===== config.mk =====
export PLATFORM = sky130hd
export DESIGN_NAME = fmrc_match_unit
export DESIGN_NICKNAME = d
export VERILOG_FILES = /design/src/fmrc_pkg.sv /design/src/fmrc_match_unit.sv
export SDC_FILE = /design/constraint.sdc
export NUM_CORES = 1
export LEC_CHECK = 0
export CAP_MARGIN = 5
export CORE_AREA = 5 5 137 139
export DETAILED_ROUTE_END_ITERATION = 10
export DIE_AREA = 0 0 142 144
export DONT_BUFFER_PORTS = 1
export PLACE_DENSITY = 0.54
export SYNTH_ARGS = -nofsm -noshare
export SYNTH_HDL_FRONTEND = slang
export SYNTH_SLANG_ARGS = --single-unit

===== constraint.sdc =====
create_clock -name vclk -period 2.85
set_input_delay 0.1425 -clock vclk [all_inputs]
set_output_delay 0.1425 -clock vclk [all_outputs]
set_load 0.1 [all_outputs]

===== src/fmrc_pkg.sv =====
`timescale 1ns / 1ps

package fmrc_pkg;

  localparam int S_TDATA_W = 208;
  localparam int M_TDATA_W = 8;
  localparam int CFG_W     = 7;
  localparam int SLOT_FW   = 6;

  localparam logic FUNC_LOAD  = 1'b0;
  localparam logic FUNC_QUERY = 1'b1;

  // -1.0 in Q20.4
  localparam logic signed [23:0] HEIGHT_UNKNOWN = -24'sd16;

  typedef enum logic [1:0] {
    ST_IDLE,
    ST_SCAN,
    ST_DONE
  } state_t;

  typedef struct packed {
    logic        [15:0] kind;
    logic signed [15:0] curve_lim;
    logic signed [23:0] len_min;
    logic signed [23:0] len_max;
    logic signed [23:0] hgt_min;
    logic signed [23:0] hgt_max;
    logic signed [23:0] seg_min;
    logic signed [23:0] seg_max;
    logic        [9:0]  cnt_min;
    logic        [9:0]  cnt_max;
  } rule_t;

  typedef struct packed {
    logic        [15:0] kind;
    logic signed [15:0] curve;
    logic signed [23:0] len;
    logic signed [23:0] hgt_one;
    logic signed [23:0] hgt_two;
    logic signed [23:0] seg_small;
    logic signed [23:0] seg_big;
    logic        [9:0]  seg_cnt;
  } query_t;

endpackage


===== src/fmrc_match_unit.sv =====
`timescale 1ns / 1ps

module fmrc_match_unit
  import fmrc_pkg::*;
(
  input  rule_t  rule,
  input  query_t query,
  output logic   hit
);

  logic kind_ok;
  logic curve_ok;
  logic len_ok;
  logic hgt_one_ok;
  logic hgt_two_ok;
  logic seg_ok;
  logic cnt_ok;
  logic hgt_wild;

  always_comb begin
    hgt_wild   = (rule.hgt_min == rule.hgt_max);
    kind_ok    = (rule.kind == query.kind);
    curve_ok   = (rule.curve_lim <= query.curve);
    len_ok     = (rule.len_min == rule.len_max) ||
                 ((rule.len_min <= query.len) && (query.len <= rule.len_max));
    hgt_one_ok = hgt_wild || (query.hgt_one == HEIGHT_UNKNOWN) ||
                 ((rule.hgt_min <= query.hgt_one) && (query.hgt_one <= rule.hgt_max));
    hgt_two_ok = hgt_wild || (query.hgt_two == HEIGHT_UNKNOWN) ||
                 ((rule.hgt_min <= query.hgt_two) && (query.hgt_two <= rule.hgt_max));
    seg_ok     = (rule.seg_min == rule.seg_max) ||
                 ((rule.seg_min <= query.seg_small) && (query.seg_big <= rule.seg_max));
    cnt_ok     = (rule.cnt_min == rule.cnt_max) ||
                 ((rule.cnt_min <= query.seg_cnt) && (query.seg_cnt <= rule.cnt_max));
    hit = kind_ok && curve_ok && len_ok && hgt_one_ok && hgt_two_ok && seg_ok && cnt_ok;
  end

endmodule


==> results.json, run 1 <==
{
  "vias": 6425,
  "clkbuf_count": 0,
  "setup_ws_ps": 169,
  "setup_violations": 0,
  "overflow": 0,
  "ioPinCount": 359,
  "pwr-share-clk": 0,
  "dieArea_mm2": 0.0204,
  "postCtsSetupRepairBufs": 0,
  "startpoint_type": "input port",
  "synth_area_leader_cell": "ha_1",
  "syn_area_mm2": 0.00693,
  "combPwrFrac": 1.000,
  "ctsHoldBuffers": 0,
  "grtUsageTotal": 0.212,
  "yosysWarningCount": 0,
  "core_mm2": 0.0175,
  "synthAdderAreaFrac": 0.412,
  "synthXorXnorAreaFrac": 0.125,
  "min_path_type": "input port to primary output",
  "period_needed_ps": 2680,
  "ys_types": 45,
  "synthToLayoutAreaGrowth_pct": 5.07,
  "synth_top_family_by_area": "adder cells",
  "die_h_um": 144,
  "max_slew.worst_pin.slew_ps": 556,
  "leakagePower_nw": 3.94,
  "maxCapViolCount": 0,
  "yosys.area.top_type_share": 0.412,
  "fin_setup_tns_ps": 0,
  "hold_path.startpoint": "rule[4]",
  "grt_setup_unrepaired": "false",
  "crit_type": "input port to primary output",
  "port_buffers": 0,
  "cp-startpoint": "rule[139]",
  "ys_top_cells_by_area": "ha_1, inv_1, xor2_1",
  "ys_seq_area_frac": 0,
  "drt_pre_antenna_iters": 4,
  "synth_cells": 956,
  "num_rows": 49,
  "finalNetCount": 1549,
  "status": "complete, no violations",
  "internal_power_uw": 421,
  "synth-simple-area-share": 0.175,
  "place_worst_setup_slack_ps": 216,
  "post_drt_wl_per_cell_um": 19.5,
  "power_switching_uw": 474,
  "timing.fmax_mhz": 373,
  "path_max_fanout": 4,
  "diodes": 0,
  "regArea_um2": 0,
  "drt_iter0_markers": 219,
  "avgSynthCellArea_um2": 7.25,
  "grt_pass1_wl_mm": 34.5,
  "antenna_left": 0,
  "arrival_ps": 2540,
  "routed_wl_mm": 23.2,
  "slew_violations": 0,
  "die_w_um": 142,
  "power_frac_seq": 0,
  "switching_share": 0.529,
  "grt_pass1_vias": 6724,
  "grt_max_degree": 6,
  "required_ps": 2710,
  "utilization": 0.415,
  "whs_ps": 984,
  "place.gp.congestion": 0.918,
  "relSlewSlack": 0.626,
  "synth.most_common_cell": "ha_1",
  "grt_antenna_before_repair": 0,
  "nFillCells": 1888,
  "synth_nets": 1542,
  "p_per_area_mw_per_mm2": 123,
  "yosys-top-cells-count": "ha_1, inv_1, a21oi_1",
  "ir_worst_vdd_v": 0.0000630,
  "start_util": 0.395,
  "drive_above_1_share": 0.0125,
  "synth-compound-area-share": 0.166,
  "post-route-drc-count": 0,
  "via_per_inst": 5.40,
  "fin_crit_sh": 0.941,
  "seq_cells": 0,
  "hold_viol_final": 0,
  "cts_resized": 0,
  "endpoint_kind": "primary output",
  "dp_hpwl_mm": 22.5,
  "synth.area.mux_share": 0.00758
}
## layout make-up
cell class	instances	area, um^2	area share
inverters	211	792	0.109
multi-input cells	745	6150	0.845
repair buffers	5	50.0	0.00687
well taps	229	287	0.0394
## final timing paths
check	cells after the start	to	slack [ps]
worst max-delay path	10	hit	170
worst min-delay path	7	hit	980
## power by group through the flow
stage / Clock, mW / Sequential, mW / Combinational (mW)
2_1_floorplan: 0 / 0 / 0.699
3_3_place_gp: 0 / 0 / 0.896
3_5_place_dp: 0 / 0 / 0.896
4_1_cts: 0 / 0 / 0.904
5_1_grt: 0 / 0 / 1.05
6_report: 0 / 0 / 0.895
## metrics by stage
stage	instance area, um^2	instances	total power, mW
CTS	7280	1190	0.904
global placement	7280	1190	0.896
detailed placement	7280	1190	0.896
finish	7280	1190	0.895
floorplan	6940	956	0.699
global route	7280	1190	1.05
## routing by layer
metal / vias up / wire (um) / global-route usage
li1: 3403 / - / -
met1: 2759 / 8600 / 0.238
met2: 238 / 11900 / 0.402
met3: 25 / 2270 / 0.0608
met4: 0 / 465 / 0.0354
met5: - / 0 / 0
## cells by family after synthesis
group                    Yosys count
AND/OR/NAND/NOR                  222
AO/OA/AOI/OAI                    191
multiplexers                       5
buffers and inverters            211
XOR/XNOR                          99
adder cells (fa/ha/maj)          228
## placed cells by master, fill, tap and decap left out, types with 4 or more instances in the layout
cell type / count
a211oi_1: 10
a21o_1: 16
a21oi_1: 97
and3_1: 4
buf_4: 4
ha_1: 228
inv_1: 211
nand2_1: 46
nand3_1: 19
nand4_1: 71
nor2_1: 23
nor2b_1: 9
nor3_1: 9
nor4_1: 24
o211ai_1: 12
o21a_1: 4
o21ai_0: 27
o31ai_1: 5
xnor2_1: 42
xor2_1: 57
## critical path, stage by stage
cell and delay, ps:
inv_1 20, ha_1 340, nand4_1 180, nor4_1 520, o31ai_1 200, o211ai_1 150, xor2_1 260, o221ai_1 200
nor4_4 290, buf_12 210
Power figures use the tool's default switching activity.
==> inputs of run 2 (changes only) <==
==> config.mk (replaced) <==
export PLATFORM = sky130hd
export DESIGN_NAME = fmrc_match_unit
export DESIGN_NICKNAME = d
export VERILOG_FILES = /design/src/fmrc_pkg.sv /design/src/fmrc_match_unit.sv
export SDC_FILE = /design/constraint.sdc
export NUM_CORES = 1
export LEC_CHECK = 0
export BUFFER_PORTS_ARGS = -buffer_cell sky130_fd_sc_hd__clkbuf_2
export CAP_MARGIN = 5
export CORE_AREA = 5 5 136 138
export DETAILED_ROUTE_END_ITERATION = 10
export DIE_AREA = 0 0 141 143
export PLACE_DENSITY = 0.73
export SYNTH_ARGS = -nofsm -noshare
export SYNTH_HDL_FRONTEND = slang
export SYNTH_SLANG_ARGS = --single-unit
==> results.json, run 2 (same netlist as run 1, synthesis figures left out) <==
{
  "status": "complete, no violations",
  "post_drt_wl_per_cell_um": 17.0,
  "path_max_fanout": 4,
  "ioPinCount": 359,
  "dp_hpwl_mm": 24.9,
  "combPwrFrac": 1.000,
  "synthToLayoutAreaGrowth_pct": 30.8,
  "start_util": 0.406,
  "drt_iter0_markers": 279,
  "final_cell_mix": "clkbuf_2, ha_1, inv_1",
  "grt_pass1_wl_mm": 40.2,
  "ctsHoldBuffers": 0,
  "endpoint_kind": "primary output",
  "switching_share": 0.539,
  "postCtsSetupRepairBufs": 0,
  "vias": 8103,
  "antenna_left": 0,
  "internal_power_uw": 592,
  "p_per_area_mw_per_mm2": 142,
  "num_rows": 48,
  "fin_setup_tns_ps": 0,
  "regArea_um2": 0,
  "hold_viol_final": 0,
  "grt_max_degree": 6,
  "pwr-share-clk": 0,
  "overflow": 0,
  "core_mm2": 0.0171,
  "setup_violations": 0,
  "grtUsageTotal": 0.244,
  "min_path_type": "input port to primary output",
  "timing.fmax_mhz": 376,
  "ir_worst_vdd_v": 0.0000895,
  "place.gp.congestion": 1.08,
  "drive_above_1_share": 0.280,
  "nFillCells": 1751,
  "via_per_inst": 5.25,
  "drt_pre_antenna_iters": 5,
  "finalNetCount": 1904,
  "layout_commonest_cell": "clkbuf_2",
  "port_buffers": 359,
  "relSlewSlack": 0.675,
  "crit_type": "input port to primary output",
  "leakagePower_nw": 5.41,
  "dieArea_mm2": 0.0202,
  "die_h_um": 143,
  "die_w_um": 141,
  "post-route-drc-count": 0,
  "grt_pass1_vias": 8383,
  "grt_setup_unrepaired": "false",
  "clkbuf_count": 0,
  "arrival_ps": 2520,
  "required_ps": 2710,
  "slew_violations": 0,
  "power_switching_uw": 694,
  "grt_antenna_before_repair": 2,
  "max_slew.worst_pin.slew_ps": 484,
  "seq_cells": 0,
  "startpoint_type": "input port",
  "power_frac_seq": 0,
  "routed_wl_mm": 26.2,
  "cts_resized": 0,
  "period_needed_ps": 2660,
  "setup_ws_ps": 187,
  "place_worst_setup_slack_ps": 151,
  "fin_crit_sh": 0.934,
  "maxCapViolCount": 0
}
[run 2: cell types whose count changed in the layout (fill, tap and decap cells not counted)]
| cell | previous run | this run |
|---|---|---|
| a21oi_1 | 97 | 96 |
| nor4_2 | 1 | 2 |
| clkbuf_2 | 0 | 358 |
| nor4_1 | 24 | 23 |
| diode_2 | 0 | 2 |
| a21oi_2 | 1 | 2 |
| buf_4 | 4 | 1 |
[run 2: metrics by stage]
stage	cell area (um^2)	util	instances	hold WS, ps	total power [mW]
finish	9060	0.531	1543	1060	1.29
global route	9060	0.531	1543	1100	1.45
CTS	9040	0.530	1541	1120	1.28
detailed placement	9040	0.530	1541	1110	1.27
global placement	9040	0.530	1541	1110	1.25
floorplan	6940	-	956	682	0.699
[run 2: critical path, stage by stage]
cell and delay [ps]:
clkbuf_2 100, inv_1 40, ha_1 370, nand4_1 150, or4_1 560, a21oi_1 210
or3_1 150, mux2i_1 220, o211ai_1 150, nor4_4 210, buf_12 210
[run 2: power by group through the flow]
| stage | clock [mW] | combinational [mW] | sequential, mW |
|---|---|---|---|
| after floorplan | 0 | 0.699 | 0 |
| after global placement | 0 | 1.25 | 0 |
| after detailed placement | 0 | 1.27 | 0 |
| after CTS | 0 | 1.28 | 0 |
| after global routing | 0.0000000938 | 1.45 | 0 |
| final | 0.0000000938 | 1.29 | 0 |
[run 2: path summary, 6_finish.rpt]
kind	from	endpoint	depth (start not counted)
hold / removal	query[103]	hit	6
setup / recovery	query[121]	hit	11
[run 2: area by class of cell]
cell class                      count  area (um^2)  share of cell area
Timing Repair Buffer              360         1820               0.201
Multi-Input combinational cell    745         6160               0.680
Antenna cell                        2         5.00            0.000552
Tap cell                          225          282              0.0311
Inverter                          211          792              0.0874
[run 2: layer usage]
layer / track usage / vias up / share of wire / wire length (um)
li1: - / 4126 / - / -
met1: 0.301 / 3625 / 0.41 / 10800
met2: 0.460 / 314 / 0.50 / 13100
met3: 0.0258 / 38 / 0.065 / 1690
met4: 0.0484 / 0 / 0.022 / 566
met5: 0 / - / 0 / 0
==> inputs of run 3 (changes only) <==
--- a/config.mk
+++ b/config.mk
@@ -7,10 +7,10 @@
 export LEC_CHECK = 0
 export BUFFER_PORTS_ARGS = -buffer_cell sky130_fd_sc_hd__clkbuf_2
 export CAP_MARGIN = 5
-export CORE_AREA = 5 5 136 138
+export CORE_MARGIN = 5
+export CORE_UTILIZATION = 40
 export DETAILED_ROUTE_END_ITERATION = 10
-export DIE_AREA = 0 0 141 143
-export PLACE_DENSITY = 0.73
+export PLACE_DENSITY = 0.72
 export SYNTH_ARGS = -nofsm -noshare
 export SYNTH_HDL_FRONTEND = slang
 export SYNTH_SLANG_ARGS = --single-unit
==> results.json, run 3 (same netlist as run 1, synthesis figures left out) <==
{
  "start_util": 0.405,
  "cp.depth": 11,
  "clkbuf_count": 0,
  "grt_antenna_before_repair": 1,
  "synthToLayoutAreaGrowth_pct": 33.6,
  "drt_pre_antenna_iters": 5,
  "startpoint_type": "input port",
  "finalNetCount": 1908,
  "path_max_fanout": 2,
  "hold-path-cell-count": 7,
  "crit_family": "simple AND/OR/NAND/NOR gates",
  "crit_buf_inv": 2,
  "period_needed_ps": 2730,
  "post-route-drc-count": 0,
  "grtUsageTotal": 0.248,
  "grt_max_degree": 6,
  "setup_violations": 0,
  "crit_type": "input port to primary output",
  "grt_pass1_wl_mm": 40.3,
  "place_worst_setup_slack_ps": 107,
  "slowest_stage": "or4_4",
  "grt_pass1_vias": 8316,
  "antenna_left": 0,
  "timing.fmax_mhz": 366,
  "routed_wl_mm": 26.6,
  "drive_above_1_share": 0.294,
  "diodes": 0,
  "power_frac_seq": 0,
  "seq_cells": 0,
  "required_ps": 2710,
  "dp_hpwl_mm": 25.2,
  "port_buffers": 359,
  "dieArea_mm2": 0.0201,
  "slew_violations": 0,
  "core_mm2": 0.0171,
  "relSlewSlack": 0.617,
  "combPwrFrac": 1.000,
  "via_per_inst": 5.24,
  "num_rows": 48,
  "ir_worst_vdd_v": 0.0000775,
  "ctsHoldBuffers": 0,
  "maxCapViolCount": 0,
  "setup_ws_ps": 119,
  "multi_input_area_mm2": 0.00625,
  "status": "complete, no violations",
  "regArea_um2": 0,
  "grt_setup_unrepaired": "true",
  "pwr-share-clk": 0,
  "fin_setup_tns_ps": 0,
  "vias": 8092,
  "power_switching_uw": 700,
  "leakagePower_nw": 5.45,
  "fin_crit_sh": 0.958,
  "drt_iter0_markers": 269,
  "post_drt_wl_per_cell_um": 17.2,
  "path_cells": "buf_8 -> ha_4 -> and3_4 -> nand4_1 -> or4_4 -> a21oi_2 -> or3_1 -> mux2i_1 -> o211ai_1 -> nor4_4 -> buf_12",
  "place_area_mm2": 0.00907,
  "p_per_area_mw_per_mm2": 142,
  "switching_share": 0.532,
  "cp_slowest_stage_delay_ps": 520,
  "final_area_mm2": 0.00926,
  "endpoint_kind": "primary output",
  "die_w_um": 142,
  "max_slew.worst_pin.slew_ps": 569,
  "final_cell_mix": "clkbuf_2, ha_1, inv_1",
  "internal_power_uw": 615,
  "die_h_um": 142,
  "overflow": 0,
  "hold_viol_final": 0,
  "arrival_ps": 2590,
  "layout_commonest_cell": "clkbuf_2",
  "nFillCells": 1709,
  "ioPinCount": 359,
  "min_path_type": "input port to primary output",
  "place.gp.congestion": 1.02
}
==> run 3: final timing paths <==
check	to	start	slack, ps
max	hit	rule[162]	120
min	hit	query[105]	1010
==> run 3: power by group through the flow <==
stage | sequential [mW] | clock, mW | combinational [mW]
2_1_floorplan | 0 | 0 | 0.699
3_3_place_gp | 0 | 0 | 1.25
3_5_place_dp | 0 | 0 | 1.28
4_1_cts | 0 | 0 | 1.29
5_1_grt | 0 | 0 | 1.49
6_report | 0 | 0 | 1.31
==> run 3: timing repair <==
item                                   in CTS  in global routing
resized for setup                           0                 47
endpoints found under the hold margin       0                  0
setup endpoints to repair                   0                  1
buffers inserted                            0                  1
==> run 3: final cells by class <==
class                      instances  area share
multi-input combinational        745       0.675
timing repair buffer             364       0.209
inverter                         211      0.0858
tap                              225      0.0304
==> run 3: layer usage <==
layer	global-route usage	wire [um]
met5	0	7
met4	0.0712	1000
met3	0.0253	1680
met2	0.471	13500
met1	0.292	10400
==> run 3: stage by stage <==
stage	total power [mW]	util	hold WS [ps]	std cells
finish	1.31	0.541	1010	1545
global route	1.49	0.541	1090	1545
CTS	1.29	0.530	1030	1544
detailed placement	1.28	0.530	1020	1544
global placement	1.25	0.530	1020	1544
floorplan	0.699	-	682	956
